[config.mk]
export PLATFORM = sky130hd
export DESIGN_NAME = drum_step_sequencer_swing
export DESIGN_NICKNAME = d
export VERILOG_FILES = /design/src/rtl/dss_pkg.sv /design/src/rtl/dss_cfg.sv /design/src/rtl/dss_grid.sv /design/src/rtl/dss_play.sv /design/src/rtl/drum_step_sequencer_swing.sv
export SDC_FILE = /design/constraint.sdc
export NUM_CORES = 1
export LEC_CHECK = 0
export BUFFER_PORTS_ARGS = -buffer_cell sky130_fd_sc_hd__buf_2
export CORE_ASPECT_RATIO = 0.7
export CORE_MARGIN = 2
export CORE_UTILIZATION = 55
export DETAILED_ROUTE_END_ITERATION = 7
export PLACE_DENSITY = 0.8
export SLEW_MARGIN = 20
export SYNTH_ARGS = -nofsm -noshare
export SYNTH_HDL_FRONTEND = slang
export SYNTH_SLANG_ARGS = --single-unit
export TNS_END_PERCENT = 100
[constraint.sdc]
create_clock -name aclk -period 7.63 [get_ports aclk]
set_clock_uncertainty 0.15 [all_clocks]
set_input_delay 1.1445 -clock aclk [delete_from_list [all_inputs] [get_ports aclk]]
set_output_delay 1.1445 -clock aclk [all_outputs]
set_load 0.03 [all_outputs]
[src/rtl/dss_pkg.sv]
package dss_pkg;

    localparam int NUM_ROWS   = 6;
    localparam int NUM_STEPS  = 16;
    localparam int ROW_W      = 3;
    localparam int COL_W      = 4;
    localparam int STEP_W     = $clog2(NUM_STEPS);
    localparam int COUNT_W    = 16;
    localparam int FRAC_W     = 8;
    localparam int SWING_W    = 6;
    localparam int MASK_W     = 6;
    localparam int IDX_W      = 4;
    localparam int PROD_W     = 15;
    localparam int SWING_SCALE = 100;
    localparam int PADDR_W    = 2;
    localparam int PDATA_W    = 32;

    localparam logic [PADDR_W-1:0] REG_SWING_ADDR = 2'd0;

    typedef enum logic [1:0] {
        FUNC_TICK   = 2'd0,
        FUNC_TOGGLE = 2'd1,
        FUNC_SET    = 2'd2,
        FUNC_CLEAR  = 2'd3
    } func_t;

    typedef struct packed {
        func_t                func;
        logic [COUNT_W-1:0]   sixteenth_count;
        logic [FRAC_W-1:0]    sixteenth_fraction;
        logic [ROW_W-1:0]     row;
        logic [COL_W-1:0]     column;
        logic                 cell_value;
    } in_item_t;

    typedef struct packed {
        logic [MASK_W-1:0]    trigger_mask;
        logic [IDX_W-1:0]     step_index;
        logic                 is_audition;
    } out_item_t;

    typedef struct packed {
        logic                 en;
        func_t                func;
        logic [ROW_W-1:0]     row;
        logic [COL_W-1:0]     col;
        logic                 val;
    } edit_t;

    typedef struct packed {
        logic [NUM_ROWS-1:0]  col_mask;
        logic                 in_range;
        logic                 cell_on;
    } grid_stat_t;

    typedef struct packed {
        logic                 fire;
        logic [STEP_W-1:0]    step_new;
        logic [STEP_W-1:0]    playhead;
    } play_stat_t;

    // built-in groove, bit c is column c
    function automatic logic [NUM_STEPS-1:0] groove_row(input int unsigned r);
        logic [15:0] w;
        case (r)
            0:       w = 16'h1111;
            1:       w = 16'h1010;
            2:       w = 16'h5555;
            3:       w = 16'h4000;
            4:       w = 16'h0000;
            5:       w = 16'h4141;
            default: w = 16'h0000;
        endcase
        return NUM_STEPS'(w);
    endfunction

endpackage

[src/rtl/dss_cfg.sv]
module dss_cfg import dss_pkg::*; (
    input  logic                 aclk,
    input  logic                 aresetn,
    input  logic                 psel,
    input  logic                 penable,
    input  logic                 pwrite,
    input  logic [PADDR_W-1:0]   paddr,
    input  logic [PDATA_W-1:0]   pwdata,
    output logic [PDATA_W-1:0]   prdata,
    output logic                 pready,
    output logic [SWING_W-1:0]   swing_percent
);

    logic [SWING_W-1:0] swing_reg;
    logic               wr_swing;

    assign pready   = 1'b1;
    assign wr_swing = psel && penable && pwrite && (paddr == REG_SWING_ADDR);

    always_ff @(posedge aclk) begin
        if (!aresetn) begin
            swing_reg <= '0;
        end else if (wr_swing) begin
            swing_reg <= pwdata[SWING_W-1:0];
        end
    end

    always_comb begin
        unique case (paddr)
            REG_SWING_ADDR: prdata = PDATA_W'(swing_reg);
            default:        prdata = '0;
        endcase
    end

    assign swing_percent = swing_reg;

endmodule

[src/rtl/dss_grid.sv]
module dss_grid import dss_pkg::*; (
    input  logic              aclk,
    input  logic              aresetn,
    input  edit_t             edit,
    input  logic [STEP_W-1:0] rd_col,
    output grid_stat_t        stat
);

    logic [NUM_STEPS-1:0] grid_reg [NUM_ROWS];
    logic                 in_range;
    logic                 old_bit;
    logic                 new_bit;

    assign in_range = ({1'b0, edit.row} < (ROW_W+1)'(NUM_ROWS))
                   && ({1'b0, edit.col} < (COL_W+1)'(NUM_STEPS));
    assign old_bit  = in_range ? grid_reg[edit.row][edit.col] : 1'b0;
    assign new_bit  = (edit.func == FUNC_TOGGLE) ? ~old_bit : edit.val;

    always_ff @(posedge aclk) begin
        if (!aresetn) begin
            for (int r = 0; r < NUM_ROWS; r++) begin
                grid_reg[r] <= groove_row(r);
            end
        end else if (edit.en) begin
            unique case (edit.func) inside
                FUNC_CLEAR: begin
                    for (int r = 0; r < NUM_ROWS; r++) begin
                        grid_reg[r] <= '0;
                    end
                end
                FUNC_TOGGLE, FUNC_SET: begin
                    if (in_range) begin
                        grid_reg[edit.row][edit.col] <= new_bit;
                    end
                end
                default: ;
            endcase
        end
    end

    always_comb begin
        for (int r = 0; r < NUM_ROWS; r++) begin
            stat.col_mask[r] = grid_reg[r][rd_col];
        end
        stat.in_range = in_range;
        stat.cell_on  = new_bit;
    end

endmodule

[src/rtl/dss_play.sv]
module dss_play import dss_pkg::*; (
    input  logic               aclk,
    input  logic               aresetn,
    input  logic               tick_en,
    input  logic [COUNT_W-1:0] count,
    input  logic [FRAC_W-1:0]  frac,
    input  logic [SWING_W-1:0] swing_percent,
    output play_stat_t         stat
);

    logic [COUNT_W-1:0] last_fired_reg;
    logic               fired_once_reg;
    logic [STEP_W-1:0]  playhead_reg;
    logic [PROD_W-1:0]  frac_scaled;
    logic [PROD_W-1:0]  swing_scaled;
    logic               hold_back;
    logic [COUNT_W-1:0] swung;
    logic               fire;
    logic [STEP_W-1:0]  step_new;

    // odd sixteenths are held back while fraction*100 < swing*256
    assign frac_scaled  = PROD_W'(frac) * PROD_W'(SWING_SCALE);
    assign swing_scaled = PROD_W'({swing_percent, 8'd0});
    assign hold_back    = count[0] && (frac_scaled < swing_scaled);
    assign swung        = hold_back ? (count - COUNT_W'(1)) : count;
    assign fire         = !fired_once_reg || (swung != last_fired_reg);
    assign step_new     = STEP_W'(swung % NUM_STEPS);

    always_ff @(posedge aclk) begin
        if (!aresetn) begin
            last_fired_reg <= '0;
            fired_once_reg <= 1'b0;
            playhead_reg   <= '0;
        end else if (tick_en && fire) begin
            last_fired_reg <= swung;
            fired_once_reg <= 1'b1;
            playhead_reg   <= step_new;
        end
    end

    assign stat.fire     = fire;
    assign stat.step_new = step_new;
    assign stat.playhead = playhead_reg;

endmodule

[src/rtl/drum_step_sequencer_swing.sv]
// channel | ports            | moves
// --------+------------------+--------------------------------------
// input   | s_valid/s_ready  | in_item_t: tick or grid edit
// output  | m_valid/m_ready  | out_item_t: trigger mask and step
// config  | apb psel/penable | swing_percent at byte address 0
//
// one item per cycle unless the result is stalled; a taken item goes to the
// input register, then through grid/swing logic into the result register
// synchronous active-low reset loads the groove, clears swing and playhead
// a stalled result holds the result register; one more item can wait
// in the input register, then s_ready drops until m_ready returns
module drum_step_sequencer_swing import dss_pkg::*; (
    input  logic                 aclk,
    input  logic                 aresetn,
    input  logic                 s_valid,
    output logic                 s_ready,
    input  in_item_t             s_item,
    output logic                 m_valid,
    input  logic                 m_ready,
    output out_item_t            m_item,
    input  logic                 psel,
    input  logic                 penable,
    input  logic                 pwrite,
    input  logic [PADDR_W-1:0]   paddr,
    input  logic [PDATA_W-1:0]   pwdata,
    output logic [PDATA_W-1:0]   prdata,
    output logic                 pready
);

    logic               in_valid_reg;
    in_item_t           in_item_reg;
    logic               m_valid_reg;
    out_item_t          m_item_reg;
    logic               advance;
    logic               is_tick;
    logic [SWING_W-1:0] swing_percent;
    edit_t              edit;
    grid_stat_t         grid_stat;
    play_stat_t         play_stat;
    logic               has_result;
    out_item_t          result;

    assign advance = in_valid_reg && (!m_valid_reg || m_ready);
    assign s_ready = !in_valid_reg || advance;
    assign is_tick = (in_item_reg.func == FUNC_TICK);

    always_ff @(posedge aclk) begin
        if (!aresetn) begin
            in_valid_reg <= 1'b0;
        end else if (s_ready) begin
            in_valid_reg <= s_valid;
        end
    end

    always_ff @(posedge aclk) begin
        if (s_valid && s_ready) begin
            in_item_reg <= s_item;
        end
    end

    dss_cfg u_cfg (
        .aclk          (aclk),
        .aresetn       (aresetn),
        .psel          (psel),
        .penable       (penable),
        .pwrite        (pwrite),
        .paddr         (paddr),
        .pwdata        (pwdata),
        .prdata        (prdata),
        .pready        (pready),
        .swing_percent (swing_percent)
    );

    dss_play u_play (
        .aclk          (aclk),
        .aresetn       (aresetn),
        .tick_en       (advance && is_tick),
        .count         (in_item_reg.sixteenth_count),
        .frac          (in_item_reg.sixteenth_fraction),
        .swing_percent (swing_percent),
        .stat          (play_stat)
    );

    assign edit.en   = advance && !is_tick;
    assign edit.func = in_item_reg.func;
    assign edit.row  = in_item_reg.row;
    assign edit.col  = in_item_reg.column;
    assign edit.val  = in_item_reg.cell_value;

    dss_grid u_grid (
        .aclk    (aclk),
        .aresetn (aresetn),
        .edit    (edit),
        .rd_col  (play_stat.step_new),
        .stat    (grid_stat)
    );

    always_comb begin
        if (is_tick) begin
            has_result          = play_stat.fire;
            result.trigger_mask = MASK_W'(grid_stat.col_mask);
            result.step_index   = IDX_W'(play_stat.step_new);
            result.is_audition  = 1'b0;
        end else begin
            // audition only when the edit leaves its cell on
            has_result          = (in_item_reg.func != FUNC_CLEAR)
                               && grid_stat.in_range && grid_stat.cell_on;
            result.trigger_mask = MASK_W'(NUM_ROWS'(1) << in_item_reg.row);
            result.step_index   = IDX_W'(play_stat.playhead);
            result.is_audition  = 1'b1;
        end
    end

    always_ff @(posedge aclk) begin
        if (!aresetn) begin
            m_valid_reg <= 1'b0;
        end else if (advance) begin
            m_valid_reg <= has_result;
        end else if (m_ready) begin
            m_valid_reg <= 1'b0;
        end
    end

    always_ff @(posedge aclk) begin
        if (advance) begin
            m_item_reg <= result;
        end
    end

    assign m_valid = m_valid_reg;
    assign m_item  = m_item_reg;

endmodule

-- Yosys cells after proc, flatten, opt, wreduce, memory -nomap -nowiden
Memories as Yosys holds them, arrays and structs flattened. A register that Yosys moved wholly into a read port is not among the register bits.
Index checks and enable logic that the tools add are counted.
- register bits after elaboration: 74
- bits in writable memories: 96
- bits of input ports: 75
- output and inout bits: 46
- word-level logic and storage cells: 110
- memories: 1
- add/sub/neg operators: 1
- multiply operators: 1
- magnitude comparators: 5
- equality and inequality tests: 5
- shift-type cells: 1
- mux-type cells: 50
- bitwise logic cells: 7
- reduce and logical (&&, ||, !) cells: 24
- memories (memory ; words ; width ; rd ports ; clocked after memory_dff ; wr ports ; line ; RTL):
    u_grid.grid_reg ; 6 ; 16 ; 7 ; 1 ; 6 ; dss_grid.sv:9 ; logic [NUM_STEPS-1:0] grid_reg [NUM_ROWS];
- operators with widths (operator ; number):
    16-bit 2-to-1 mux ; 16
    1-bit binary-select mux with 4-bit select ; 7
    1-bit 2-to-1 mux ; 22
    16-bit != test ; 1
    16-bit OR reduction ; 1
    16-bit by 1-bit subtractor with 16-bit output, second input constant ; 1
    15-bit by 14-bit less-than comparator with 1-bit output ; 1
    8-bit by 5-bit multiplier with 13-bit output, second input constant ; 1
    1-bit logical AND ; 12
    11-bit 2-to-1 mux ; 1
    4-bit by 5-bit less-than comparator with 1-bit output, second input constant ; 2
    3-bit 2-to-1 mux ; 2
    6-bit 2-to-1 mux ; 1
    1-bit OR ; 6
    1-bit by 3-bit << shifter with 6-bit output, first input constant ; 1
    1-bit demux with 4-bit select ; 1
    2-bit equality test, second input constant ; 2
    4-bit by 1-bit greater-or-equal comparator with 1-bit output, second input constant ; 1
    1-bit zero test ; 4
    2-bit zero test ; 2
    1-bit logical OR ; 3
    3-bit less-than comparator, second input constant ; 1
    2-bit by 1-bit equality test with 1-bit output, second input constant ; 1
    2-bit != test, second input constant ; 1
    3 further kinds ; 3

-- Longest topological paths before layout
- depth in word-level cells: 9
- gate-level depth with buffers: 24
- depth with buffers taken out: 22

-- Modules after synthesis
From an unflattened synthesis, not the netlist that was laid out.
- cells, all modules: 989
- area total of the unflattened synthesis: 11713.7 sq um
- by module, submodules not included (module ; times used ; cells each ; area each (sq um) ; seq. area each (sq um)):
    dss_grid ; 1 ; 603 ; 7488.4 ; 3843.7
    dss_play ; 1 ; 245 ; 2100.8 ; 340.3
    drum_step_sequencer_swing ; 1 ; 78 ; 1621.6 ; 1391.3
    dss_cfg ; 1 ; 63 ; 503.0 ; 120.1

-- Worst setup path before layout
No wires, ideal clock.
- path type: register -> register
- from: register in_item_reg[11] (netlist bit)
- to: register m_item_reg, in the netlist m_item[6], data pin
- library setup time: 0.272 ns
- arrival: 5.288 ns
- required time: 7.208 ns
- setup slack: 1.919 ns
- cell stages (with the launch flop): 25
- path buffers: 2
- clock period less this slack: 5.711 ns
- cells stage by stage: edfxtp_1 > ha_1 > ha_1 > inv_1 > fa_1 > inv_1 > ha_1 > o21ai_1 > a22oi_1 > and2_1 > a21boi_0 > o21ba_2 > xnor2_1 > ha_1 > o2111a_1 > o31ai_1 > o211ai_2 > nor3_1 > mux2i_1 > buf_2 > buf_2 > mux2i_1 > nand3_1 > a32oi_1 > a21oi_1
- RTL lines (what ; line ; RTL):
    start: declaration ; drum_step_sequencer_swing.sv:31 ; in_item_t in_item_reg;
    start signal: assignment ; drum_step_sequencer_swing.sv:57 ; in_item_reg <= s_item;
    end signal: assignment ; drum_step_sequencer_swing.sv:126 ; m_item_reg <= result;
    end: declaration ; drum_step_sequencer_swing.sv:33 ; out_item_t m_item_reg;

==> metrics.md <==
| Metric | Value |
|---|---|
| Final WS setup | 1.01 ns |
| Drt total wl | 28.1 mm |
| GP Congestion | 0.942 |
| Via density | 6.23 |
| Synth warn | 0 |
| Clock latency on the worst-skew pair | 0.51 ns |
| Critical Path Sink Type | register |
| Via count | 8135 |
| Postcts setup bufs | 0 |
| Async SR Flop Fraction | 0% |
| Post-synth top area cell | edfxtp_1 |
| Placed cells | 1267 |
| Setup Slack @ Placement | 1.06 ns |
| Post-layout util | 62.7% |
| DRT antenna net count | 0 |
| Layout area overhead | 10.6% |
| M1 GR Usage | 39.5% |
| RSZ-0062 raised after global routing | false |
| Most used routing layer | met2 |
| Die Span Y | 124 um |
| Largest net degree at the start of global routing | 97 |
| Slew HR | 26.3% |
| Max Freq | 151 MHz |
| Grt total ovfl | 0 |
| Main area contributors after synthesis | edfxtp_1 (46%), mux4_2 (11%), dfxtp_1 (4.9%) |
| Post-cts resize count | 0 |
| Reg power frac | 45.1% |
| Commonest non-fill, non-tap cell in the layout | edfxtp_1 |
| Endpoints failing setup | 0 |
| Yosys reg bits | 201 |
| Synth cell types | 71 |
| Maximum VDD drop | 0.220 mV |
| Rows | 43 |
| CP Launch Type | register |
| Worst Max-Slew Pin Slew | 1.10 ns |
| Arrival @ worst endpoint | 6.64 ns |
| WL/cell | 21.5 um |
| HP Class | reg -> reg |
| HPWL after detailed placement | 18.9 mm |
| Met3 usage | 8.06% |
| Cell count of the worst reg-to-reg path | 22 |
| IO Pins | 121 |
| Mapped Area | 11300 um^2 |
| Ys flop type | edfxtp_1 |
| Vias in the first global route | 7807 |
| Die area | 21800 um^2 |
| First-pass GRT wire length | 44.2 mm |
| CP most frequent cell | ha_1 |
| Static Leak | 4.46 nW |
| Area share of the largest cell type after synthesis | 45.8% |
| Worst Path Class, Setup | reg -> reg |
| Setup Total Neg Slack | 0 ns |
| Critical path required time | 7.65 ns |
| Crit share post-route | 86.8% |
| Crit-path max cell delay | 0.54 ns |
| Cell count of the worst hold path | 2 |
| Post-synth EDFFs | 173 |
| Worst-path cell with the longest stage delay | nor3_1 |
| Max Fanout on Critical Path | 16 |
| H-Tree Depth | 1 |
| N_diodes | 0 |
| Fillers | 1565 |
| CORE AREA | 20000 um^2 |
| DRT iter0 DRCs | 1206 |
| Fin cells | 1306 |
| CP Cell Sequence | ha_1, ha_1, inv_1, fa_1, inv_1, ha_1, nor3_2, a22oi_1, and2_1, a21boi_0, xnor2_1, ha_1, a21o_1, a21oi_1, o211ai_2, nor3_1, mux2i_4, buf_4, mux4_2, mux2_2, a32oi_1, mux2i_1 |
| Initial antenna violation count | 0 |
| PD cells | 229 nW/um^2 |
| Multi-input gate area | 5250 um^2 |
| Max cap viols | 0 |
| Final Hold Vio Count | 0 |
| Hold Buf Count CTS | 0 |
| Psw | 0.793 mW |
| GRT met2 Usage | 39.6% |
| Logic pwr share | 19.5% |
| Root buffer cell | clkbuf_16 |
| Internal | 2.08 mW |
| CP delay by family, top | adder cells |
| Post-route DRC | 0 |
| Initial Utilization | 56.7% |
| Seq. cell area | 5760 um^2 |
| Post-route minimum period | 6.62 ns |
| Sequential area share after synthesis | 50.7% |
| CTS max path bufs | 3 |
| Largest register FFs | 128 |
| NumNets Final | 1134 |
| CP bufs+invs | 3 |
| Critical Path Stages | 22 |
| Most frequent cells in the layout | edfxtp_1 (173), nor2_1 (116), o21ai_0 (99) |
| # clock sinks | 201 |
| Cells after Synth | 964 |
| Avg Synthesized Cell Area | 11.8 um^2 |
| Worst-path clk slew | 0.06 ns |
| Final Max Tran Viols | 0 |
| Outcome | completed |
| Layout cell share with drive strength beyond 1 | 21.4% |
| GRT Util Overall | 26.9% |
| CTS tree | built |
| Clock Power Share | 35.4% |
| CTS Buf Count | 21 |
| IO Port Bufs | 67 |
| Net Sw Frac | 27.6% |
| Die width | 176 um |
| DRT Pass-1 Iters | 7 |
path summary, 6_finish.rpt:
kind         slack, ns                                   start                                      to
max               1.01               in_item_reg[11]$_DFFE_PP_                     m_item[8]$_DFFE_PP_
min               0.32  u_play.last_fired_reg[15]$_SDFFE_PN0P_  u_play.last_fired_reg[15]$_SDFFE_PN0P_
max reg2reg       1.01               in_item_reg[11]$_DFFE_PP_                     m_item[8]$_DFFE_PP_
min reg2reg       0.32  u_play.last_fired_reg[15]$_SDFFE_PN0P_  u_play.last_fired_reg[15]$_SDFFE_PN0P_
power by group through the flow:
stage | combinational, mW | clock [mW] | sequential [mW]
final | 0.561 | 1.02 | 1.30
after global routing | 0.604 | 1.08 | 1.30
after CTS | 0.553 | 1.02 | 1.29
after floorplan | 0.412 | 0 | 1.30
after detailed placement | 0.548 | 0 | 1.32
after global placement | 0.534 | 0 | 1.31
area by class of cell:
type / count / area share (%)
tap: 270 / 2.69
clock inverter: 11 / 0.678
clock buffer: 27 / 4.76
sequential: 201 / 45.8
multi-input combinational: 693 / 41.8
inverter: 25 / 0.747
timing repair buffer: 79 / 3.45
per-stage QoR:
| step | hold slack [ns] | area (um^2) | power [mW] |
|---|---|---|---|
| 6_report | 0.322 | 12600 | 2.87 |
| 5_1_grt | 0.354 | 12600 | 2.98 |
| 4_1_cts | 0.324 | 12500 | 2.87 |
| 3_5_place_dp | 0.309 | 11900 | 1.87 |
| 3_3_place_gp | 0.295 | 11900 | 1.85 |
| 2_1_floorplan | 0.284 | 11600 | 1.72 |
logic make-up (layout without fill, tap and decap cells):
logic type	count (synthesis)	count (layout)	share of synthesized area, %
AND/OR/NAND/NOR	280	280	11.5
flip-flops	201	201	50.7
AO/OA/AOI/OAI	170	170	9.08
buffers and inverters	127	142	5.30
multiplexers	123	123	17.2
adder cells (fa/ha/maj)	38	38	4.32
XOR/XNOR	23	23	1.77
other	2	59	0.0662
cell usage after synthesis (7+ instances only):
cell,n
o21ai_0,99
nor2_1,116
mux2i_1,33
mux2_2,35
clkbuf_1,64
nor3_1,12
buf_2,7
inv_1,24
xnor2_1,18
dfxtp_1,28
nand3_1,12
nand2b_1,7
nand2_1,72
a21oi_1,15
nor2b_1,15
mux4_2,54
ha_1,36
buf_4,27
edfxtp_1,173
worst register-to-register path: stages, from the launching register on:
cell and delay, ns:
edfxtp_1 0.46, ha_1 0.34, ha_1 0.28, inv_1 0.05, fa_1 0.50, inv_1 0.05
ha_1 0.22, nor3_2 0.21, a22oi_1 0.17, and2_1 0.21, a21boi_0 0.33, xnor2_1 0.16
ha_1 0.27, a21o_1 0.16, a21oi_1 0.29, o211ai_2 0.27, nor3_1 0.54, mux2i_4 0.36
buf_4 0.28, mux4_2 0.39, mux2_2 0.30, a32oi_1 0.15, mux2i_1 0.17
layer usage:
metal | up-vias | share of wire, %
li1 | 3599 | -
met1 | 3973 | 42
met2 | 520 | 42
met3 | 43 | 13
met4 | 0 | 2.0
met5 | - | 0
Note: power is estimated with default switching activity, not from simulation.
